## config.mk

```make
export PLATFORM = sky130hd
export DESIGN_NAME = hslargb_unit
export DESIGN_NICKNAME = d
export VERILOG_FILES = /design/src/rtl/core/hslargb_pkg.sv /design/src/rtl/core/hslargb_unit.sv
export SDC_FILE = /design/constraint.sdc
export NUM_CORES = 1
export LEC_CHECK = 0
export BUFFER_PORTS_ARGS = -buffer_cell sky130_fd_sc_hd__buf_2
export CORE_UTILIZATION = 40
export DETAILED_ROUTE_END_ITERATION = 8
export PLACE_DENSITY = 0.55
export SLEW_MARGIN = 10
export SYNTH_ARGS = -nofsm -noshare
export SYNTH_HDL_FRONTEND = slang
export SYNTH_SLANG_ARGS = --single-unit
```

## constraint.sdc

```tcl
create_clock -name i_clk -period 9.7 [get_ports i_clk]
set_input_delay 0.97 -clock i_clk [delete_from_list [all_inputs] [get_ports i_clk]]
set_output_delay 0.97 -clock i_clk [all_outputs]
set_load 0.02 [all_outputs]
```

## src/rtl/core/hslargb_pkg.sv

```systemverilog
// ----------------------------------------------------------------------------
// hslargb_pkg
// Shared widths and constants for the HSLA to packed ARGB converter.
// ----------------------------------------------------------------------------
package hslargb_pkg;

    // Input formats
    localparam int IN_W      = 24;
    localparam int FRAC_BITS = 12;
    localparam int MAG_W     = IN_W - 1;
    localparam int ONE_IN    = 1 << FRAC_BITS;
    localparam int PCT_LIMIT = 100 * ONE_IN;

    // Internal unit format for saturation and lightness
    localparam int IFRAC     = 28;
    localparam int UNIT_W    = IFRAC + 1;
    localparam int PCT_SHIFT = IFRAC - FRAC_BITS;
    localparam logic [UNIT_W-1:0] ONE_INT  = UNIT_W'(1) << IFRAC;
    localparam logic [UNIT_W-1:0] HALF_INT = UNIT_W'(1) << (IFRAC - 1);

    // Percent scaling: x * 2^PCT_SHIFT / 100 == x * 2^(PCT_SHIFT-2) / 25
    localparam int PCT_DIV     = 25;
    localparam int PCT_K_SHIFT = 28;
    localparam int PCT_K_W     = 24;
    localparam logic [PCT_K_W-1:0] PCT_K = PCT_K_W'((1 << PCT_K_SHIFT) / PCT_DIV);
    localparam int PCT_PROD_W  = MAG_W + PCT_K_W;
    localparam int PCT_Q_W     = PCT_PROD_W - PCT_K_SHIFT;
    localparam int PCT_REM_W   = 6;
    localparam int PCT_WIDE_W  = 48;
    localparam int PCT_FRAC_SHIFT = 24;
    localparam int PCT_FRAC_K     = ((1 << PCT_FRAC_SHIFT) + PCT_DIV - 1) / PCT_DIV;

    // Hue in 1/64 degree units
    localparam int HUE_TURN  = 23040;
    localparam int HUE_THIRD = 7680;
    localparam int HUE_SIXTH = 3840;
    localparam int HUE_W     = 15;
    localparam int HUE_X_W   = 17;
    localparam int WGT_W     = 12;
    localparam int HUE_LOW   = 9;
    localparam int HUE_MOD   = HUE_TURN >> HUE_LOW;
    localparam int HV_W      = 25;
    localparam int HU_W      = HV_W - HUE_LOW;
    localparam logic [HV_W-1:0] HUE_BIAS = HV_W'(HUE_TURN * 365);
    localparam int MOD_K_SHIFT = 21;
    localparam int MOD_PROD_W  = 32;
    localparam logic [MOD_PROD_W-1:0] MOD_K = MOD_PROD_W'((1 << MOD_K_SHIFT) / HUE_MOD);
    localparam int MOD_Q_W     = MOD_PROD_W - MOD_K_SHIFT;
    localparam int HUE_REM_W   = 7;

    // Lightness/saturation product and intermediates
    localparam int SEL_W  = UNIT_W + 1;
    localparam int PROD_W = UNIT_W + SEL_W;
    localparam int M_W    = UNIT_W + 2;

    // Channel scaling and rounding
    localparam int SUM_W     = UNIT_W + WGT_W;
    localparam int Y_W       = SUM_W + 8;
    localparam int DEN_SHIFT = IFRAC + 8;
    localparam int Z_W       = Y_W - DEN_SHIFT;
    localparam logic [Y_W-1:0] ROUND_BIAS = Y_W'(HUE_SIXTH / 2) << IFRAC;
    localparam int DIV15_K     = 4370;
    localparam int DIV15_SHIFT = 16;
    localparam int Q15_W       = 2 * Z_W;

    // Alpha
    localparam int ALPHA_W = FRAC_BITS + 9;

    // Register stages from accept to result
    localparam int PIPE_DEPTH = 8;

endpackage

```

## src/rtl/core/hslargb_unit.sv

```systemverilog
// ----------------------------------------------------------------------------
// hslargb_unit
// Two-stage normalizer: maps a saturation or lightness input to the internal
// unit format, reading values above one as percent and clamping to 0..1.
// ----------------------------------------------------------------------------
module hslargb_unit (
    input  logic                                    i_clk,
    input  logic signed [hslargb_pkg::IN_W-1:0]     i_raw,
    output logic        [hslargb_pkg::UNIT_W-1:0]   o_value
);

    typedef enum logic [1:0] {
        UC_ZERO,
        UC_DIRECT,
        UC_PCT,
        UC_ONE
    } t_unit_cls;

    // divide by 25 with a reciprocal product; exact over the whole remainder range
    function automatic logic [hslargb_pkg::UNIT_W-1:0] pct_frac(
        input logic [hslargb_pkg::PCT_REM_W-1:0] rem
    );
        logic [hslargb_pkg::PCT_WIDE_W-1:0] t;
        t = (hslargb_pkg::PCT_WIDE_W'(rem) << (hslargb_pkg::PCT_SHIFT - 2))
            * hslargb_pkg::PCT_WIDE_W'(hslargb_pkg::PCT_FRAC_K);
        return hslargb_pkg::UNIT_W'(t >> hslargb_pkg::PCT_FRAC_SHIFT);
    endfunction

    logic signed [31:0]                         raw_ext;
    t_unit_cls                                  n_cls;
    logic [hslargb_pkg::PCT_PROD_W-1:0]         n_prod;

    t_unit_cls                                  r_cls;
    logic [hslargb_pkg::MAG_W-1:0]              r_mag;
    logic [hslargb_pkg::PCT_PROD_W-1:0]         r_prod;
    logic [hslargb_pkg::UNIT_W-1:0]             r_value;

    logic [hslargb_pkg::PCT_Q_W-1:0]            q_est;
    logic [hslargb_pkg::MAG_W-1:0]              rem_full;
    logic [hslargb_pkg::PCT_Q_W-1:0]            q_fix;
    logic [hslargb_pkg::PCT_REM_W-1:0]          rem_fix;
    logic [hslargb_pkg::PCT_WIDE_W-1:0]         pct_val;
    logic [hslargb_pkg::UNIT_W-1:0]             n_value;

    // Stage A: classify and start the divide by 25 with a reciprocal product
    assign raw_ext = 32'(i_raw);

    always_comb begin
        if (i_raw[hslargb_pkg::IN_W-1]) begin
            n_cls = UC_ZERO;
        end else if (raw_ext <= 32'(hslargb_pkg::ONE_IN)) begin
            n_cls = UC_DIRECT;
        end else if (raw_ext > 32'(hslargb_pkg::PCT_LIMIT)) begin
            n_cls = UC_ONE;
        end else begin
            n_cls = UC_PCT;
        end
        n_prod = hslargb_pkg::PCT_PROD_W'(i_raw[hslargb_pkg::MAG_W-1:0])
                 * hslargb_pkg::PCT_PROD_W'(hslargb_pkg::PCT_K);
    end

    always_ff @(posedge i_clk) begin
        r_cls  <= n_cls;
        r_mag  <= i_raw[hslargb_pkg::MAG_W-1:0];
        r_prod <= n_prod;
    end

    // Stage B: correct the quotient estimate, add the remainder fraction
    always_comb begin
        q_est    = r_prod[hslargb_pkg::PCT_PROD_W-1:hslargb_pkg::PCT_K_SHIFT];
        rem_full = r_mag - hslargb_pkg::MAG_W'(hslargb_pkg::MAG_W'(q_est)
                   * hslargb_pkg::MAG_W'(hslargb_pkg::PCT_DIV));
        if (rem_full >= hslargb_pkg::MAG_W'(hslargb_pkg::PCT_DIV)) begin
            q_fix   = q_est + 1'b1;
            rem_fix = hslargb_pkg::PCT_REM_W'(rem_full
                      - hslargb_pkg::MAG_W'(hslargb_pkg::PCT_DIV));
        end else begin
            q_fix   = q_est;
            rem_fix = rem_full[hslargb_pkg::PCT_REM_W-1:0];
        end
        pct_val = (hslargb_pkg::PCT_WIDE_W'(q_fix) << (hslargb_pkg::PCT_SHIFT - 2))
                  + hslargb_pkg::PCT_WIDE_W'(pct_frac(rem_fix));
        case (r_cls)
            UC_ZERO:   n_value = '0;
            UC_DIRECT: n_value = hslargb_pkg::UNIT_W'(r_mag) << hslargb_pkg::PCT_SHIFT;
            UC_PCT:    n_value = pct_val[hslargb_pkg::UNIT_W-1:0];
            UC_ONE:    n_value = hslargb_pkg::ONE_INT;
            default:   n_value = '0;
        endcase
    end

    always_ff @(posedge i_clk) begin
        r_value <= n_value;
    end

    assign o_value = r_value;

endmodule

```

== Yosys cells after proc, flatten, opt, wreduce, memory -nomap -nowiden ==
Cells that the tools add are included.
W data, S select, Z words.
Cells by class
  multipliers: 3
  $add $sub $neg: 4
  mux-type cells: 5
  $lt $le $gt $ge: 3
  equality and inequality tests: 3
  reductions and logical operators: 2
Operator list (number)
  $pmux W29 S4: 1
  $mul A23 B23 Y46 const B: 1
  $add A29 B16 Y29: 1
  $mul A6 B20 Y26 const B: 1
  $gt A24 B20 Y1 const B: 1
  $le A24 B14 Y1 const B: 1
  $ge A23 B5 Y1 const B: 1
  $mul A19 B5 Y23 const B: 1
  $sub A23 B23 Y23: 1
  $add A15 B1 Y15 const B: 1
  $mux W15: 1
  $mux W6: 1
  $sub A6 B5 Y6 const B: 1
  $eq A2 B2 Y1 const B: 2
  $eq A2 B1 Y1 const B: 1
  $logic_not A2 Y1: 1
  $mux W1: 2
  $reduce_or A2 Y1: 1
Word-level totals
  input port bits: 25
  register bits after elaboration: 100
  output and inout port bits: 29
  word-level logic and storage cells: 25

== Longest topological paths before layout ==
  depth in word-level cells: 7
  mapped depth: 50
  depth with buffers taken out: 48

== Worst setup path before layout ==
Ideal clock, no wire load.
  kind: register -> register
  from: register r_prod[30] (netlist bit)
  to: register r_value, in the netlist o_value[27]
  buffers on the path: 1
  library setup time: 0.117 ns
  required time: 9.583 ns
  clock period less this slack: 9.846 ns
  slack: -0.146 ns
  cell stages (with the launch flop): 48
  data arrival time: 9.729 ns
  cells stage by stage: dfxtp_1 > ha_1 > inv_1 > fa_1 > inv_1 > fa_1 > inv_1 > ha_1 > o21a_1 > nor2_1 > a211oi_4 > o221ai_2 > mux2_4 > or4_4 > nor4_1 > nand4b_1 > clkbuf_1 > o31ai_1 > (+12 left out) > nor2b_1 > o21ai_0 > nand2_1 > a21oi_1 > nor2b_1 > a311oi_2 > a21oi_1 > o21ai_0 > xnor2_1 > ha_1 > a21oi_1 > nor2b_1 > mux2i_1 > nor2_1 > nand2_1 > a2111o_1 > xnor2_1 > a22o_1
Between the ends
  longest elaborated chain between the ends: 7
  elaborated cells on any way between the ends: 10
  those cells by class: add/sub (4); mul (2); order compare (1); mux (3)
RTL lines
  from (decl): RTL line hslargb_unit.sv:35  | logic [hslargb_pkg::PCT_PROD_W-1:0] r_prod;
  from (signal assigned): RTL line hslargb_unit.sv:65  | r_prod <= n_prod;
  $mul A19 B5 Y23: RTL line hslargb_unit.sv:72  | * hslargb_pkg::MAG_W'(hslargb_pkg::PCT_DIV));
  $sub A23 B23 Y23: RTL line hslargb_unit.sv:71  | rem_full = r_mag - hslargb_pkg::MAG_W'(hslargb_pkg::MAG_W'(q_est)
  $ge A23 B5 Y1 or $sub A6 B5 Y6 (tied branches): RTL line hslargb_unit.sv:73, hslargb_unit.sv:76
  $mux W6: RTL line hslargb_unit.sv:73  | if (rem_full >= hslargb_pkg::MAG_W'(hslargb_pkg::PCT_DIV)) begin
  $mul A6 B20 Y26: RTL line hslargb_unit.sv:25  | * hslargb_pkg::PCT_WIDE_W'(hslargb_pkg::PCT_FRAC_K);
  $add A29 B16 Y29 *: RTL line hslargb_unit.sv:82  | + hslargb_pkg::PCT_WIDE_W'(pct_frac(rem_fix));
  $pmux W29 S4 *: RTL line hslargb_unit.sv:83  | case (r_cls)
  net n_value (one bit): RTL line hslargb_unit.sv:43  | logic [hslargb_pkg::UNIT_W-1:0] n_value;
  to (signal assigned): RTL line hslargb_unit.sv:93  | r_value <= n_value;
  to (decl): RTL line hslargb_unit.sv:36  | logic [hslargb_pkg::UNIT_W-1:0] r_value;
The timed path passes the listed nets; every way through them passes the cells marked *.
A chain may end at the register's enable or synchronous reset.

== Worst setup path in the final report ==
  from: register r_prod[38] (netlist bit)
  to: register r_value, in the netlist o_value[25]
Between the ends
  longest elaborated chain between the ends: 7
  elaborated cells on any way between the ends: 9
  those cells by class: add/sub (3); mul (2); order compare (1); mux (3)
RTL lines (RTL line)
  $mul A19 B5 Y23: hslargb_unit.sv:72
  $sub A23 B23 Y23: hslargb_unit.sv:71
  $ge A23 B5 Y1: hslargb_unit.sv:73
  $mux W6: hslargb_unit.sv:73
  $mul A6 B20 Y26: hslargb_unit.sv:25
  $add A29 B16 Y29 *: hslargb_unit.sv:82
  $pmux W29 S4 *: hslargb_unit.sv:83
  net n_value (one bit): hslargb_unit.sv:43
Marks and branches as above.

==> summary.txt <==
Outcome
  • Run status: finished with violations
  • Failing checks: setup timing

Cells and area
  • Fillcell total: 3682
  • Multi-input logic area: 13710 um^2
  • Post-layout instance area: 19220 um^2
  • Register Area: 1505 um^2
  • Area delta synth->final: 19.58%
  • Final nets: 2522
  • ANT cells: 0
  • Layout cells sized above 1: 19.98%

Floorplanning
  • Initial Utilization: 40.55%
  • Top-Level Pins: 54
  • Row count: 73
  • Die H: 202.5 um
  • Core Area: 39640 um^2
  • Chip width: 202.5 um
  • Die area: 40990 um^2

Setup path
  • Reg-to-reg slack, setup: -0.04 ns
  • CP arrival: 10.03 ns
  • CP max FO: 6
  • Worst Setup End Kind: flop
  • Slowest stage delay, CP: 0.56 ns
  • Required time worst endpoint: 9.99 ns
  • Startpoint Class: flop
  • R2R depth: 44
  • RR Startpoint: r_prod[38]$_DFF_P_
  • Kind of critical path: flop to flop
  • Reg2reg end: o_value[25]$_DFF_P_
  • Slowest cell on crit path: fa_1

Clock tree
  • # clock sinks: 73
  • H-Tree Depth: 3
  • Reg clk slew, reported paths: 0.06 ns
  • TritonCTS Buffers: 9
  • Clock latency on the worst-skew pair: 0.34 ns
  • CTS tree: done
  • Root buf cell: clkbuf_16
  • Post-CTS Hold Fix Bufs: 0
  • Clk buf depth: 2

GRT
  • Initial antenna violation count: 1
  • Gr ovfl total: 0
  • First-pass GRT wire length: 64.69 mm
  • Number of global-route vias before repair: 12.46k
  • Largest net degree at the start of global routing: 23
  • All-layer global routing usage: 20.28%

Place
  • Port bufs: 53
  • GP Congestion: 0.8831
  • Cell Area, Placed: 18020 um^2
  • Hpwl dp: 33.87 mm

Routing
  • DR vias/cell: 4.877
  • DR iter-0 viols: 476
  • Drt total wl: 40.10 mm
  • Total number of vias: 11.69k
  • Met1 Wirelength: 19.13 mm
  • Wire length on met3: 1.305 mm
  • DR pass1 iterations: 5
  • Routed Antenna Nets: 0
  • Post-DR wirelength/cell: 16.73 um
  • WL met2: 18.90 mm
  • DRC: 0
  • Top Layer Used: met4

Timing
  • # setup viols final: 3
  • Worst Skew: 0.008993 ns
  • Worst-margin pin slew: 1.119 ns
  • Fin. max-slew vios: 0
  • Max Fclk: 0.1027 GHz
  • Crit share post-route: 100.4%
  • Crit path time final: 9.737 ns
  • Slew HR: 24.88%
  • Final worst slack: -0.03736 ns
  • Unrepaired setup endpoints after global routing: yes
  • Final Hold Vio Count: 0

Logic synthesis
  • Synth Flop Type: dfxtp_1
  • #FFs+latches synth: 73
  • Post-synth cell types: 78
  • Post-synth EDFFs: 0
  • Synth area leader: ha_1
  • Post-synthesis sequential area ratio: 9.092%
  • Synth warn: 0
  • Ys async rst share: 0%
  • Synth top area cells: ha_1 31%, fa_1 30%, dfxtp_1 9.1%
  • Cell Area, Synth: 16070 um^2
  • Most common cell in the netlist: ha_1
  • Mapped Nets: 2302
  • Most frequent cells after synthesis: 392 x ha_1, 388 x inv_1, 238 x fa_1
  • Mapped Cells: 1647
  • Yosys top cell area share: 30.51%
  • Post-synthesis average cell area: 9.760 um^2

Run
  • Max-cap violations: 0

Min path
  • Hold path depth: 2
  • Hold EP: o_value[21]$_DFF_P_
  • Min-delay worst type: flop to flop
  • HP Start: r_mag[5]$_DFF_P_
[state kept, by name (all words and copies together) (netlist names)]
register,cells
r_prod,19
r_cls,2
r_mag,23
o_value,29
[worst max path at each step]
stage / start / to / slack (ns) / cells after the start
floorplan: r_prod[37]$_DFF_P_ / o_value[27]$_DFF_P_ / 0.01 / 48
global placement: r_prod[43]$_DFF_P_ / o_value[23]$_DFF_P_ / -0.26 / 47
detailed placement: r_prod[43]$_DFF_P_ / o_value[23]$_DFF_P_ / -0.53 / 48
CTS: r_prod[42]$_DFF_P_ / o_value[25]$_DFF_P_ / -0.05 / 50
global route: r_mag[18]$_DFF_P_ / o_value[23]$_DFF_P_ / -0.47 / 45
finish: r_prod[38]$_DFF_P_ / o_value[25]$_DFF_P_ / -0.04 / 44
[layout make-up]
type | instances | share of cell area (%)
well taps | 525 | 3.417
inverters | 388 | 7.590
clock inverters | 5 | 0.4426
repair buffers | 222 | 8.097
flip-flops and latches | 73 | 7.830
clock buffers | 11 | 1.315
multi-input cells | 1173 | 71.31
[layout by cell type (no fill, tap or decap), drive strengths merged, types with 5 or more instances in the layout]
master / n
ha: 392
inv: 389
fa: 238
buf: 222
nand2: 77
dfxtp: 73
nor2: 67
a21oi: 53
xnor2: 48
o21ai: 42
a21o: 29
xor2: 27
nand4: 15
o21a: 15
nand3: 15
nor3: 14
nor2b: 11
clkbuf: 11
and3: 10
and2: 10
nand2b: 7
o211ai: 7
o21bai: 6
a211o: 6
a31oi: 6
or3: 5
[worst max-delay path: cells and delay by family, from the launching register on]
family / cells / cell delay, ns
DFF: 1 / 0.33
AOI/OAI and AO/OA: 11 / 1.88
adders and majority gates: 10 / 3.68
muxes: 1 / 0.32
xor gates and xnor gates: 3 / 0.45
buffers and inverters: 8 / 0.83
and+or+nand+nor: 11 / 2.19
[stage by stage]
step           hold WS, ns  util (%)  setup TNS, ns  cells  setup slack [ns]
2_1_floorplan       0.4250         -              0   1647          0.009585
3_3_place_gp        0.4573     45.46         -1.831   2356           -0.2640
3_5_place_dp        0.4688     45.46         -4.838   2356           -0.5322
4_1_cts             0.4812     46.88       -0.09023   2376          -0.04723
5_1_grt             0.4873     48.49         -4.078   2397           -0.4680
6_report            0.4736     48.49       -0.08327   2397          -0.03736
[timing repair]
item                                    CTS  global route
endpoints found under the setup margin   13            13
buffers inserted                          6            22
pin swaps                                27            84
resized for setup                        43           102
[kinds of logic (layout without fill, tap and decap cells)]
kind of cell | count (synthesis) | after routing | synth area share, %
adder cells (fa/ha/maj) | 630 | 630 | 60.15
buffers and inverters | 401 | 626 | 9.442
AND/OR/NAND/NOR | 253 | 253 | 7.722
AO/OA/AOI/OAI | 209 | 209 | 9.022
XOR/XNOR | 75 | 75 | 4.133
flip-flops | 73 | 73 | 9.092
multiplexers | 6 | 6 | 0.4359
[routing by layer]
| metal | GRT usage [%] | vias up |
|---|---|---|
| met3 | 2.279 | 46 |
| met5 | 0 | - |
| met4 | 5.263 | 0 |
| met2 | 33.89 | 186 |
| met1 | 27.80 | 5668 |
| li1 | - | 5789 |
Power is left out: the tool's default activity adds up to more than one toggle a clock period on the data nets, which glitch-free logic cannot reach.
