$ cat src/rtl/core/hslargb_pkg.sv
// ----------------------------------------------------------------------------
// hslargb_pkg
// Shared widths and constants for the HSLA to packed ARGB converter.
// ----------------------------------------------------------------------------
package hslargb_pkg;

    // Input formats
    localparam int IN_W      = 24;
    localparam int FRAC_BITS = 12;
    localparam int MAG_W     = IN_W - 1;
    localparam int ONE_IN    = 1 << FRAC_BITS;
    localparam int PCT_LIMIT = 100 * ONE_IN;

    // Internal unit format for saturation and lightness
    localparam int IFRAC     = 28;
    localparam int UNIT_W    = IFRAC + 1;
    localparam int PCT_SHIFT = IFRAC - FRAC_BITS;
    localparam logic [UNIT_W-1:0] ONE_INT  = UNIT_W'(1) << IFRAC;
    localparam logic [UNIT_W-1:0] HALF_INT = UNIT_W'(1) << (IFRAC - 1);

    // Percent scaling: x * 2^PCT_SHIFT / 100 == x * 2^(PCT_SHIFT-2) / 25
    localparam int PCT_DIV     = 25;
    localparam int PCT_K_SHIFT = 28;
    localparam int PCT_K_W     = 24;
    localparam logic [PCT_K_W-1:0] PCT_K = PCT_K_W'((1 << PCT_K_SHIFT) / PCT_DIV);
    localparam int PCT_PROD_W  = MAG_W + PCT_K_W;
    localparam int PCT_Q_W     = PCT_PROD_W - PCT_K_SHIFT;
    localparam int PCT_REM_W   = 6;
    localparam int PCT_WIDE_W  = 48;
    localparam int PCT_FRAC_SHIFT = 24;
    localparam int PCT_FRAC_K     = ((1 << PCT_FRAC_SHIFT) + PCT_DIV - 1) / PCT_DIV;

    // Hue in 1/64 degree units
    localparam int HUE_TURN  = 23040;
    localparam int HUE_THIRD = 7680;
    localparam int HUE_SIXTH = 3840;
    localparam int HUE_W     = 15;
    localparam int HUE_X_W   = 17;
    localparam int WGT_W     = 12;
    localparam int HUE_LOW   = 9;
    localparam int HUE_MOD   = HUE_TURN >> HUE_LOW;
    localparam int HV_W      = 25;
    localparam int HU_W      = HV_W - HUE_LOW;
    localparam logic [HV_W-1:0] HUE_BIAS = HV_W'(HUE_TURN * 365);
    localparam int MOD_K_SHIFT = 21;
    localparam int MOD_PROD_W  = 32;
    localparam logic [MOD_PROD_W-1:0] MOD_K = MOD_PROD_W'((1 << MOD_K_SHIFT) / HUE_MOD);
    localparam int MOD_Q_W     = MOD_PROD_W - MOD_K_SHIFT;
    localparam int HUE_REM_W   = 7;

    // Lightness/saturation product and intermediates
    localparam int SEL_W  = UNIT_W + 1;
    localparam int PROD_W = UNIT_W + SEL_W;
    localparam int M_W    = UNIT_W + 2;

    // Channel scaling and rounding
    localparam int SUM_W     = UNIT_W + WGT_W;
    localparam int Y_W       = SUM_W + 8;
    localparam int DEN_SHIFT = IFRAC + 8;
    localparam int Z_W       = Y_W - DEN_SHIFT;
    localparam logic [Y_W-1:0] ROUND_BIAS = Y_W'(HUE_SIXTH / 2) << IFRAC;
    localparam int DIV15_K     = 4370;
    localparam int DIV15_SHIFT = 16;
    localparam int Q15_W       = 2 * Z_W;

    // Alpha
    localparam int ALPHA_W = FRAC_BITS + 9;

    // Register stages from accept to result
    localparam int PIPE_DEPTH = 8;

endpackage

$ cat src/rtl/core/hslargb_chan.sv
// ----------------------------------------------------------------------------
// hslargb_chan
// Four-stage color channel: blends m1 and m2 by the hue weight, scales by 255
// and rounds half up to one byte.
// ----------------------------------------------------------------------------
module hslargb_chan (
    input  logic                                 i_clk,
    input  logic [hslargb_pkg::UNIT_W-1:0]       i_m1,
    input  logic [hslargb_pkg::UNIT_W-1:0]       i_d,
    input  logic [hslargb_pkg::WGT_W-1:0]        i_w,
    output logic [7:0]                           o_byte
);

    logic [hslargb_pkg::SUM_W-1:0]   r_prod;
    logic [hslargb_pkg::SUM_W-1:0]   r_base;
    logic [hslargb_pkg::SUM_W-1:0]   r_sum;
    logic [hslargb_pkg::Z_W-1:0]     r_z;
    logic [7:0]                      r_byte;

    logic [hslargb_pkg::Y_W-1:0]     n_y;
    logic [hslargb_pkg::Q15_W-1:0]   n_q15;
    logic [hslargb_pkg::Q15_W-hslargb_pkg::DIV15_SHIFT-1:0] n_quo;
    logic [7:0]                      n_byte;

    // m1 * 3840 + (m2 - m1) * w, then num/den with den = 15 * 2^(IFRAC+8)
    always_comb begin
        n_y   = (hslargb_pkg::Y_W'(r_sum) << 8) - hslargb_pkg::Y_W'(r_sum)
                + hslargb_pkg::ROUND_BIAS;
        n_q15 = hslargb_pkg::Q15_W'(r_z) * hslargb_pkg::Q15_W'(hslargb_pkg::DIV15_K);
        n_quo = n_q15[hslargb_pkg::Q15_W-1:hslargb_pkg::DIV15_SHIFT];
        if (n_quo > 255) begin
            n_byte = 8'hff;
        end else begin
            n_byte = n_quo[7:0];
        end
    end

    always_ff @(posedge i_clk) begin
        r_prod <= hslargb_pkg::SUM_W'(i_d) * hslargb_pkg::SUM_W'(i_w);
        r_base <= (hslargb_pkg::SUM_W'(i_m1) << 12) - (hslargb_pkg::SUM_W'(i_m1) << 8);
        r_sum  <= r_prod + r_base;
        r_z    <= n_y[hslargb_pkg::Y_W-1:hslargb_pkg::DEN_SHIFT];
        r_byte <= n_byte;
    end

    assign o_byte = r_byte;

endmodule

$ cat config.mk
export PLATFORM = sky130hd
export DESIGN_NAME = hslargb_chan
export DESIGN_NICKNAME = d
export VERILOG_FILES = /design/src/rtl/core/hslargb_pkg.sv /design/src/rtl/core/hslargb_chan.sv
export SDC_FILE = /design/constraint.sdc
export NUM_CORES = 1
export LEC_CHECK = 0
export CELL_PAD_IN_SITES_DETAIL_PLACEMENT = 1
export CELL_PAD_IN_SITES_GLOBAL_PLACEMENT = 2
export CORE_MARGIN = 1
export CORE_UTILIZATION = 42
export DETAILED_ROUTE_END_ITERATION = 7
export DONT_BUFFER_PORTS = 1
export PLACE_DENSITY = 0.89
export SLEW_MARGIN = 15
export SYNTH_ARGS = -nofsm -noshare
export SYNTH_HDL_FRONTEND = slang
export SYNTH_SLANG_ARGS = --single-unit
$ cat constraint.sdc
create_clock -name i_clk -period 9.9 [get_ports i_clk]
set_clock_uncertainty 0.2 [all_clocks]
set_input_delay 2.475 -clock i_clk [delete_from_list [all_inputs] [get_ports i_clk]]
set_output_delay 2.475 -clock i_clk [all_outputs]
set_load 0.03 [all_outputs]
---- Yosys cells after proc, flatten, opt, wreduce, memory -nomap -nowiden ----
Cells that the tools add are included.
word-level totals
  bits in registers ....................... 144
  input bits .............................. 71
  output and inout bits ................... 8
cells by class
  $add $sub $neg .......................... 4
  multiply operators ...................... 2
  $lt $le $gt $ge ......................... 1
operators with widths
  cell                    count
  $add 49x39->49 const B  1
  $sub 49x41->49          1
  $add 41x41->41          1
  $mul 29x12->41          1
  $sub 41x37->41          1
  $mul 13x12->25 const B  1
  $gt 10x8->1 const B     1

---- Longest topological paths before layout ----
Gate-level depths: netlist of run 1.
  depth after elaboration ................. 2
  depth in mapped cells ................... 21
  depth with buffers taken out ............ 20

---- Worst setup path before layout of run 1 ----
OpenSTA, ideal clock, no wires.
  path kind ............................... input-to-reg
  start point ............................. in i_w[11] (netlist bit)
  end point ............................... reg r_prod[38] (netlist bit)
  library setup time ...................... 0.072 ns
  arrival time ............................ 7.813 ns
  data required time ...................... 9.628 ns
  path slack .............................. 1.815 ns
  stages .................................. 20
  buffers on the path ..................... 2
  cell sequence ........................... clkbuf_1 > clkbuf_1 > nand2_1 > fa_1 > fa_1 > inv_1 > fa_1 > fa_1 > inv_1 > fa_1 > inv_1 > ha_1 > and2_4 > and4_1 > a211o_1 > o21ai_2 > o31ai_1 > a211o_1 > a221oi_2 > xnor2_1
between the ends
  longest elaborated chain between the ends .. 1
RTL lines
  element                 RTL line            source
  start: declaration      hslargb_chan.sv:10  input logic [hslargb_pkg::WGT_W-1:0] i_w,
  $mul 29x12->41          hslargb_chan.sv:39  r_prod <= hslargb_pkg::SUM_W'(i_d) * hslargb_pkg::SUM_W'(i_w);
  end signal: assignment  hslargb_chan.sv:39
  end: declaration        hslargb_chan.sv:14  logic [hslargb_pkg::SUM_W-1:0] r_prod;
No other way between the ends.
A chain may end at the register's enable or synchronous reset.

---- Final worst setup path of run 1 ----
  start point ............................. in i_d[3] (netlist bit)
  end point ............................... reg r_prod[38] (netlist bit)
between the ends
  longest elaborated chain between the ends .. 1
RTL lines
  element             RTL line            source
  start: declaration  hslargb_chan.sv:9   input logic [hslargb_pkg::UNIT_W-1:0] i_d,
  $mul 29x12->41      hslargb_chan.sv:39
No other way between the ends.

==> summary.txt, run 1 <==
Number of buffers added for setup after CTS: 0
Overflow left after global routing: 0
Total Routed Length: 52560 um
Clk Latency, worst-skew pair: 0.43 ns
Layout cell share with drive strength beyond 1: 2.484%
Drt via density: 5.302
Critical path capture point type: register
Number of pins exceeding their max-slew limit in the final report: 0
Clock edge transition at the registers on the reported setup and hold paths: 0.06 ns
Run status: completed
Critical path class: input port to register
Net count of the mapped netlist: 2969
Die Outline Area: 49100 sq um
Slew headroom: 43.97%
Placed cell count: 2878
# hold bufs at CTS: 0
Cell type with the highest occurrence count on the critical path: sky130_fd_sc_hd__fa_1
Number of endpoints failing setup at the final stage: 0
Final-layout worst hold slack: 0.1271 ns
Library cell used as clock root buffer: sky130_fd_sc_hd__clkbuf_16
Area inside the core boundary: 47650 sq um
Most common cell after layout, fill and taps aside: sky130_fd_sc_hd__inv_1
Post-CTS sizing: 0
Starting DRC count in detailed routing: 470
Largest cells by area after synthesis: sky130_fd_sc_hd__fa_1 (28%), sky130_fd_sc_hd__ha_1 (17%), sky130_fd_sc_hd__dfxtp_1 (13%)
Final critical-path required period: 7.654 ns
Number of maximum-capacitance constraint violations: 0
Weighted congestion reported at the end of routability-driven placement: 0.9071
Count of yosys warnings during synthesis: 0
Distinct cell type count of the synthesized netlist: 77
Unrepaired setup endpoints after global routing: false
Final hold violation count: 0
Final standard cell count with taps included and fillers excluded: 2911
Std-Cell Rows: 80
Final worst-path cycle share: 77.31%
Total routing resource utilization after global routing: 22.24%
Die Span Y: 221.6 um
Post-synthesis async set-or-reset flop share: 0%
Register bit total from synthesis: 136
Highest-count cells in the layout ignoring fill and taps: sky130_fd_sc_hd__inv_1 (426), sky130_fd_sc_hd__nand2_1 (335), sky130_fd_sc_hd__fa_1 (280)
Number of enable flip-flop cells after synthesis: 0
Gate family responsible for the most delay along the worst path: adder cells
Post-synthesis cell type with the largest combined area: sky130_fd_sc_hd__fa_1
Pre-Repair DR Iteration Count: 4
Achievable frequency: 0.1307 GHz
Cell at the slowest stage of the critical path: sky130_fd_sc_hd__fa_1
Antenna violations before repair: 1
Crit start category: input port
Max Fanout on Critical Path: 12
Chip width: 221.6 um
Share of Yosys cell area claimed by the top area cell type: 27.68%
TritonCTS clock tree: built
Initial core utilization: 42.50%
Sum of buffers and inverters on the critical path: 4
DP Wirelength: 44720 um
Drt drc: 0
Maximum level of the CTS H-tree: 4
Post-route core utilization: 44.76%
Number of top-level design ports: 79
Avg Cell Area, Syn: 8.635 sq um
Wire length of the first global-routing pass: 88250 um
Setup_tns: 0 ns
Largest net degree at the start of global routing: 30
Required time at the worst-slack endpoint: 10.06 ns
Via count of the first global-routing pass: 17480
Hold Crit Class: register to register
Worst-path cell chain: and2_1, fa_1, inv_1, fa_1, inv_1, fa_1, fa_1, inv_1, fa_1, inv_1, ha_1, and2_4, and4_1, a211o_1, o21ai_2, o31ai_1, a211o_1, a221oi_2, xnor2_1
Post-synthesis instance area: 20250 sq um
Stage delay of the slowest cell on the critical path: 0.55 ns
Vias: 15430
Maximum clock insertion buffer count: 2
Sinks on the clock net: 136
Antenna Violating Nets Remaining: 0
Least-Margin Pin Slew: 0.8317 ns
Post-synthesis instance total: 2345
Nets: 2906
Avg WL per Cell: 18.06 um
Fill cell count: 5601
Synth-to-layout area growth: 5.314%
Arrival time of data at the critical path endpoint: 7.81 ns
Number of buffers added on ports: 0
Part of the Yosys area used for sequential elements: 13.45%
CTS Buf Count: 17
Top flip-flop cell by instance count after synthesis: sky130_fd_sc_hd__dfxtp_1
area by class of cell:
cell class / instances / area, sq um / share of cell area, %
clock inverter: 11 / 132.6 / 0.6219
inverter: 426 / 1599 / 7.498
tap: 615 / 769.5 / 3.608
sequential: 136 / 2723 / 12.77
antenna: 1 / 2.502 / 0.01173
clock buffer: 21 / 480.5 / 2.253
multi-input combinational: 1701 / 15620 / 73.24
Yosys cell counts (5+ instances only):
library cell	count
sky130_fd_sc_hd__ha_1	273
sky130_fd_sc_hd__nand2_1	335
sky130_fd_sc_hd__and3_1	17
sky130_fd_sc_hd__nand2b_1	14
sky130_fd_sc_hd__nor2b_1	18
sky130_fd_sc_hd__inv_1	426
sky130_fd_sc_hd__nand4_1	13
sky130_fd_sc_hd__o21bai_1	11
sky130_fd_sc_hd__xor2_1	36
sky130_fd_sc_hd__a21o_1	66
sky130_fd_sc_hd__a221oi_1	5
sky130_fd_sc_hd__o21ai_0	63
sky130_fd_sc_hd__a211o_1	5
sky130_fd_sc_hd__a31oi_1	20
sky130_fd_sc_hd__a21boi_0	6
sky130_fd_sc_hd__nor2_1	61
sky130_fd_sc_hd__clkbuf_1	77
sky130_fd_sc_hd__o21ai_1	6
sky130_fd_sc_hd__nand3_1	32
sky130_fd_sc_hd__and4_1	6
sky130_fd_sc_hd__or2_2	5
sky130_fd_sc_hd__and2_1	100
sky130_fd_sc_hd__xnor2_1	68
sky130_fd_sc_hd__nor3_1	25
sky130_fd_sc_hd__o21a_1	10
sky130_fd_sc_hd__o211ai_1	15
sky130_fd_sc_hd__a21oi_1	125
sky130_fd_sc_hd__dfxtp_1	136
sky130_fd_sc_hd__fa_1	280
through the flow:
| stage | instance area, sq um | worst slack, ns |
|---|---|---|
| 2_1_floorplan | 20250 | 1.815 |
| 3_3_place_gp | 20710 | 1.951 |
| 3_5_place_dp | 20710 | 1.829 |
| 4_1_cts | 21320 | 2.279 |
| 5_1_grt | 21320 | 2.019 |
| 6_report | 21330 | 2.246 |
state kept, by name (all words and copies together), names as in the netlist:
name and count:
o_byte 8, r_base 33, r_sum 41, r_prod 41
r_z 13
worst paths after layout:
check	start	end	slack [ns]	cells past startpoint
max	i_d[3]	r_prod[38]	2.25	19
max reg2reg	r_z[5]	o_byte[5]	5.16	14
min reg2reg	r_prod[0]	r_sum[0]	0.13	0
min	r_prod[0]	r_sum[0]	0.13	0
worst register-to-register path: cells and delay by family (launching register included):
| family | cells | cell delay, ns |
|---|---|---|
| adders and majority gates | 5 | 1.85 |
| AOI/OAI and AO/OA | 5 | 1.53 |
| and+or+nand+nor | 2 | 0.46 |
| DFF | 1 | 0.40 |
| buffers and inverters | 2 | 0.15 |
cell families after synthesis:
logic type      synth area share, %
compound gates                12.82
xor+xnor                      4.498
fa+ha+maj                     44.55
buf+inv                       9.423
flops                         13.45
mux                         0.09887
simple gates                  15.17
layer usage:
layer  vias up  track usage [%]  wire length [um]
met4         0            5.892              1021
met2       228            41.24             26930
met1      7745            26.67             22880
met3        56            3.207              1720
met5         -                0                 0
li1       7405                -                 -
Power of run 1 is left out: the tool's default activity adds up to more than one toggle a clock period on the data nets, which glitch-free logic cannot reach.
==> inputs of run 2 (changes only) <==
==> constraint.sdc (replaced) <==
create_clock -name i_clk -period 7.13 [get_ports i_clk]
set_clock_uncertainty 0.2 [all_clocks]
set_input_delay 1.7825 -clock i_clk [delete_from_list [all_inputs] [get_ports i_clk]]
set_output_delay 1.7825 -clock i_clk [all_outputs]
set_load 0.03 [all_outputs]
==> summary.txt, run 2 (synthesis results as in run 1) <==
Total Routed Length: 53700 um (was 52560 um)
Least-Margin Pin Slew: 0.6716 ns (was 0.8317 ns)
Sequential cell area: 2723 sq um (unchanged)
Critical path capture point type: register (unchanged)
Drt via density: 5.394 (was 5.302)
Final-layout worst hold slack: 0.1268 ns (was 0.1271 ns)
Area inside the core boundary: 47650 sq um (unchanged)
Clock edge transition at the registers on the reported setup and hold paths: 0.06 ns (about the same)
Post-CTS sizing: 0 (unchanged)
Die Outline Area: 49100 sq um (unchanged)
Drt drc: 0 (unchanged)
Starting DRC count in detailed routing: 635 (was 470)
Worst-case register-to-register setup slack: 2.30 ns (was 5.16 ns)
Library cell used as clock root buffer: sky130_fd_sc_hd__clkbuf_16 (unchanged)
Antenna Violating Nets Remaining: 0 (unchanged)
Critical path class: input port to register (unchanged)
Std-Cell Rows: 80 (unchanged)
Combined area of the multi-input logic cells: 15620 sq um (about the same)
Pre-Repair DR Iteration Count: 5 (was 4)
Largest net degree at the start of global routing: 30 (unchanged)
Sum of buffers and inverters on the critical path: 4 (unchanged)
Run status: completed (unchanged)
DP Wirelength: 44620 um (was 44720 um)
Number of top-level design ports: 79 (unchanged)
Hold Crit Class: register to register (unchanged)
Number of buffers added on ports: 0 (unchanged)
Most common cell after layout, fill and taps aside: sky130_fd_sc_hd__inv_1 (unchanged)
Chip width: 221.6 um (unchanged)
Maximum level of the CTS H-tree: 4 (unchanged)
Antenna violations before repair: 4 (was 1)
Fill cell count: 5637 (was 5601)
Setup slack after layout: 0.2546 ns (was 2.246 ns)
Crit start category: input port (unchanged)
Final hold violation count: 0 (unchanged)
CTS Buf Count: 17 (unchanged)
Post-detailed-placement cell area: 20820 sq um (was 20710 sq um)
Sinks on the clock net: 136 (unchanged)
Weighted congestion reported at the end of routability-driven placement: 0.9107 (was 0.9071)
Stage delay of the slowest cell on the critical path: 0.65 ns (was 0.55 ns)
Setup_tns: 0 ns (unchanged)
Unrepaired setup endpoints after global routing: false (unchanged)
Vias: 15780 (was 15430)
Final critical-path required period: 6.875 ns
Clk Latency, worst-skew pair: 0.43 ns (about the same)
Pre-CTS setup slack: -0.2091 ns (was 1.829 ns)
# hold bufs at CTS: 0 (unchanged)
Die Span Y: 221.6 um (unchanged)
Overflow left after global routing: 0 (unchanged)
Avg WL per Cell: 18.35 um (was 18.06 um)
Number of pins exceeding their max-slew limit in the final report: 0 (unchanged)
Via count of the first global-routing pass: 17660 (was 17480)
Layout cell share with drive strength beyond 1: 3.118% (was 2.484%)
Number of maximum-capacitance constraint violations: 0 (unchanged)
Required time at the worst-slack endpoint: 7.28 ns (was 10.06 ns)
Wire length of the first global-routing pass: 88930 um (was 88250 um)
Number of endpoints failing setup at the final stage: 0 (unchanged)
Synth-to-layout area growth: 5.796% (was 5.314%)
Arrival time of data at the critical path endpoint: 7.03 ns (was 7.81 ns)
Nets: 2920 (was 2906)
Area of all placed cells without fillers: 21420 sq um (was 21330 sq um)
Initial core utilization: 42.50% (unchanged)
Maximum clock insertion buffer count: 2 (unchanged)
Gate family responsible for the most delay along the worst path: adder cells (unchanged)
Number of buffers added for setup after CTS: 0 (unchanged)
Final worst-path cycle share: 96.43%
Cell type with the highest occurrence count on the critical path: sky130_fd_sc_hd__fa_1 (unchanged)
Largest registers ranked by flip-flop count: r_prod: 41 flops, r_sum: 41 flops, r_base: 33 flops (unchanged)
Achievable frequency: 0.1454 GHz
Highest-count cells in the layout ignoring fill and taps: sky130_fd_sc_hd__inv_1 (426), sky130_fd_sc_hd__nand2_1 (335), sky130_fd_sc_hd__fa_1 (280) (unchanged)
Worst-path cell chain: nand2_1, fa_1, fa_1, fa_1, inv_1, fa_1, inv_1, fa_1, inv_1, ha_1, a21oi_1, o21ai_0, a31oi_1, o21ai_0, a2111oi_0, buf_4, o31ai_1, a21oi_1, xnor2_1 (was and2_1, fa_1, inv_1, fa_1, inv_1, fa_1, fa_1, inv_1, fa_1, inv_1, ha_1, and2_4, and4_1, a211o_1, o21ai_2, o31ai_1, a211o_1, a221oi_2, xnor2_1)
TritonCTS clock tree: built (unchanged)
Max Fanout on Critical Path: 29 (was 12)
Slew headroom: 54.64% (was 43.97%)
Total routing resource utilization after global routing: 22.59% (was 22.24%)
Cell at the slowest stage of the critical path: sky130_fd_sc_hd__a2111oi_0 (was sky130_fd_sc_hd__fa_1)
==> run 2: through the flow <==
step           instances  utilization (%)
5_1_grt             2924            44.95
4_1_cts             2924            44.95
6_report            2926            44.96
3_3_place_gp        2892            43.70
2_1_floorplan       2345                -
3_5_place_dp        2892            43.70
==> run 2: layout make-up <==
cell class                 instances  area share, %
sequential                       136          12.71
antenna                            2        0.02336
timing repair buffer              14         0.4906
tap                              615          3.592
inverter                         426          7.464
multi-input combinational       1701          72.93
clock inverter                    13         0.6775
clock buffer                      19          2.114
==> run 2: worst reg2reg max path, stage by stage (launching register included) <==
cell and delay [ns]:
sky130_fd_sc_hd__dfxtp_1 0.34, sky130_fd_sc_hd__ha_1 0.31, sky130_fd_sc_hd__inv_1 0.12, sky130_fd_sc_hd__fa_1 0.47, sky130_fd_sc_hd__fa_1 0.52, sky130_fd_sc_hd__inv_1 0.05, sky130_fd_sc_hd__ha_1 0.30, sky130_fd_sc_hd__ha_1 0.30
sky130_fd_sc_hd__and4_1 0.24, sky130_fd_sc_hd__o2111ai_1 0.18, sky130_fd_sc_hd__a41oi_1 0.62, sky130_fd_sc_hd__a21oi_1 0.22, sky130_fd_sc_hd__a21oi_1 0.49, sky130_fd_sc_hd__and3_1 0.24, sky130_fd_sc_hd__o221ai_1 0.13
==> run 2: final timing paths <==
kind | cells after the start | endpoint | from
setup / recovery | 19 | r_prod[39] | i_w[4]
hold / removal | 0 | r_sum[6] | r_prod[6]
setup reg to reg | 14 | o_byte[5] | r_z[5]
hold reg to reg | 0 | r_sum[6] | r_prod[6]
==> run 2: routing by layer <==
| metal | GRT usage [%] | share of wire, % | vias to the layer above | wire (um) |
|---|---|---|---|---|
| li1 | - | - | 7434 | - |
| met1 | 26.45 | 42 | 7944 | 22640 |
| met2 | 41.19 | 51 | 294 | 27430 |
| met3 | 3.485 | 3.5 | 110 | 1877 |
| met4 | 8.804 | 3.3 | 2 | 1748 |
| met5 | 0 | 0.024 | - | 13 |
Power of run 2 is left out for the same reason.
==> inputs of run 3 (changes only) <==
--- a/config.mk
+++ b/config.mk
@@ -11,7 +11,7 @@
 export CORE_UTILIZATION = 42
 export DETAILED_ROUTE_END_ITERATION = 7
 export DONT_BUFFER_PORTS = 1
-export PLACE_DENSITY = 0.89
+export PLACE_DENSITY_LB_ADDON = 0.05
 export SLEW_MARGIN = 15
 export SYNTH_ARGS = -nofsm -noshare
 export SYNTH_HDL_FRONTEND = slang
==> summary.txt, run 3 (synthesis results as in run 1) <==
DP Wirelength: 45150 um (was 44620 um)
Number of top-level design ports: 79 (unchanged)
Via count of the first global-routing pass: 17120 (was 17660)
Maximum clock insertion buffer count: 2 (unchanged)
Depth of the worst register-to-register path: 14 (unchanged)
Avg WL per Cell: 18.12 um (was 18.35 um)
Hold Crit Class: register to register (unchanged)
Critical path depth: 20 (was 19)
Post-route core utilization: 45.35% (was 44.96%)
Pre-Repair DR Iteration Count: 5 (unchanged)
Number of buffers added for setup after CTS: 0 (unchanged)
Overflow left after global routing: 0 (unchanged)
Diodes inserted: 0 (was 2)
Max Fanout on Critical Path: 12 (was 29)
Number of buffers added on ports: 0 (unchanged)
Unrepaired setup endpoints after global routing: false (unchanged)
Number of maximum-capacitance constraint violations: 0 (unchanged)
Run status: completed (unchanged)
Die Span Y: 221.6 um (unchanged)
Min-Delay Startpoint: r_prod[6] (unchanged)
Most common cell after layout, fill and taps aside: sky130_fd_sc_hd__inv_1 (unchanged)
Required time at the worst-slack endpoint: 7.25 ns (was 7.28 ns)
Starting DRC count in detailed routing: 538 (was 635)
Vias: 15360 (was 15780)
Achievable frequency: 0.1460 GHz (was 0.1454 GHz)
Clock edge transition at the registers on the reported setup and hold paths: 0.07 ns (was 0.06 ns)
Final hold violation count: 0 (unchanged)
Clk Latency, worst-skew pair: 0.44 ns (was 0.43 ns)
Antenna violations before repair: 0 (was 4)
Drt drc: 0 (unchanged)
Final critical-path required period: 6.851 ns (was 6.875 ns)
Drt via density: 5.217 (was 5.394)
Wire length of the first global-routing pass: 89790 um (was 88930 um)
Synth-to-layout area growth: 6.704% (was 5.796%)
Chip width: 221.6 um (unchanged)
Nets: 2940 (was 2920)
TritonCTS clock tree: built (unchanged)
Cell at the slowest stage of the critical path: sky130_fd_sc_hd__a2111oi_1 (was sky130_fd_sc_hd__a2111oi_0)
Arrival time of data at the critical path endpoint: 6.97 ns (was 7.03 ns)
Crit start category: input port (unchanged)
Number of endpoints failing setup at the final stage: 0 (unchanged)
Number of pins exceeding their max-slew limit in the final report: 0 (unchanged)
Final standard cell count with taps included and fillers excluded: 2944 (was 2926)
Cell type with the highest occurrence count on the critical path: sky130_fd_sc_hd__fa_1 (unchanged)
Final-layout worst hold slack: 0.1295 ns (was 0.1268 ns)
Sinks on the clock net: 136 (unchanged)
Std-Cell Rows: 80 (unchanged)
Final worst-path cycle share: 96.08% (was 96.43%)
Worst-path cell chain: and2_1, fa_1, inv_1, fa_1, inv_1, fa_1, fa_1, inv_1, fa_1, inv_1, ha_1, and2_4, and4_1, a211o_1, o211ai_1, a21o_1, a2111oi_1, buf_4, o22ai_1, xnor2_1 (was nand2_1, fa_1, fa_1, fa_1, inv_1, fa_1, inv_1, fa_1, inv_1, ha_1, a21oi_1, o21ai_0, a31oi_1, o21ai_0, a2111oi_0, buf_4, o31ai_1, a21oi_1, xnor2_1)
Setup slack after layout: 0.2793 ns (was 0.2546 ns)
# hold bufs at CTS: 0 (unchanged)
Total routing resource utilization after global routing: 22.70% (was 22.59%)
Antenna Violating Nets Remaining: 0 (unchanged)
Critical path capture point type: register (unchanged)
Layout cell share with drive strength beyond 1: 3.993% (was 3.118%)
Number of cells traversed by the worst hold path: 0 (unchanged)
Critical path class: input port to register (unchanged)
Highest-count cells in the layout ignoring fill and taps: sky130_fd_sc_hd__inv_1 (426), sky130_fd_sc_hd__nand2_1 (335), sky130_fd_sc_hd__fa_1 (280) (unchanged)
Placed cell count: 2912 (was 2892)
Least-Margin Pin Slew: 0.6337 ns (was 0.6716 ns)
Gate family responsible for the most delay along the worst path: adder cells (unchanged)
CTS Buf Count: 17 (unchanged)
Fill cell count: 5585 (was 5637)
Reg-to-reg critical path startpoint: r_z[5] (unchanged)
Library cell used as clock root buffer: sky130_fd_sc_hd__clkbuf_16 (unchanged)
Largest net degree at the start of global routing: 30 (unchanged)
Largest registers ranked by flip-flop count: r_prod: 41 flops, r_sum: 41 flops, r_base: 33 flops (unchanged)
Maximum level of the CTS H-tree: 4 (unchanged)
Area inside the core boundary: 47650 sq um (unchanged)
Startpoint of the most critical setup path: i_d[3] (was i_w[4])
Slew headroom: 57.31% (was 54.64%)
Die Outline Area: 49100 sq um (unchanged)
Sum of buffers and inverters on the critical path: 5 (was 4)
Weighted congestion reported at the end of routability-driven placement: 0.8719 (was 0.9107)
Pre-CTS setup slack: -0.3732 ns (was -0.2091 ns)
Stage delay of the slowest cell on the critical path: 0.56 ns (was 0.65 ns)
Initial core utilization: 42.50% (unchanged)
Total Routed Length: 53350 um (was 53700 um)
run 3: timing repair:
action	CTS	global route
setup endpoints to repair	0	3
endpoints found under the hold margin	0	0
gates resized for setup	0	3
run 3: final cells by class:
type                       instances  area, sq um  area share [%]
inverter                         426         1599           7.401
tap                              615        769.5           3.561
clock inverter                    15        203.9          0.9439
clock buffer                      17        425.4           1.969
sequential                       136         2723           12.60
timing repair buffer              34        255.2           1.181
multi-input combinational       1701        15630           72.34
run 3: worst register-to-register path, cell delays in order, from the launching register on:
cell	delay (ns)
sky130_fd_sc_hd__dfxtp_1	0.45
sky130_fd_sc_hd__ha_1	0.27
sky130_fd_sc_hd__inv_1	0.11
sky130_fd_sc_hd__fa_1	0.45
sky130_fd_sc_hd__fa_1	0.52
sky130_fd_sc_hd__inv_1	0.04
sky130_fd_sc_hd__ha_1	0.29
sky130_fd_sc_hd__ha_1	0.30
sky130_fd_sc_hd__and4_1	0.25
sky130_fd_sc_hd__o2111ai_1	0.20
sky130_fd_sc_hd__a41oi_1	0.59
sky130_fd_sc_hd__a21oi_1	0.24
sky130_fd_sc_hd__a21oi_1	0.45
sky130_fd_sc_hd__and3_1	0.23
sky130_fd_sc_hd__o221ai_1	0.13
run 3: routing by layer:
| layer | global-route usage (%) | up-vias | share of wire, % |
|---|---|---|---|
| met1 | 29.77 | 7627 | 47 |
| met4 | 5.220 | 0 | 1.7 |
| met2 | 39.20 | 206 | 48 |
| met3 | 3.538 | 48 | 3.7 |
| met5 | 0 | - | 0 |
| li1 | - | 7478 | - |
run 3: final timing paths:
path / end / slack, ns
setup / recovery: r_prod[40] / 0.28
hold / removal: r_sum[6] / 0.13
setup reg to reg: o_byte[5] / 2.26
hold reg to reg: r_sum[6] / 0.13
run 3: stage by stage:
| stage | instance area, sq um | setup TNS (ns) |
|---|---|---|
| 6_report | 21610 | 0 |
| 5_1_grt | 21610 | 0 |
| 4_1_cts | 21600 | 0 |
| 3_5_place_dp | 20970 | -1.173 |
| 3_3_place_gp | 20970 | -0.8037 |
| 2_1_floorplan | 20300 | -0.04999 |
Power of run 3 is left out for the same reason.
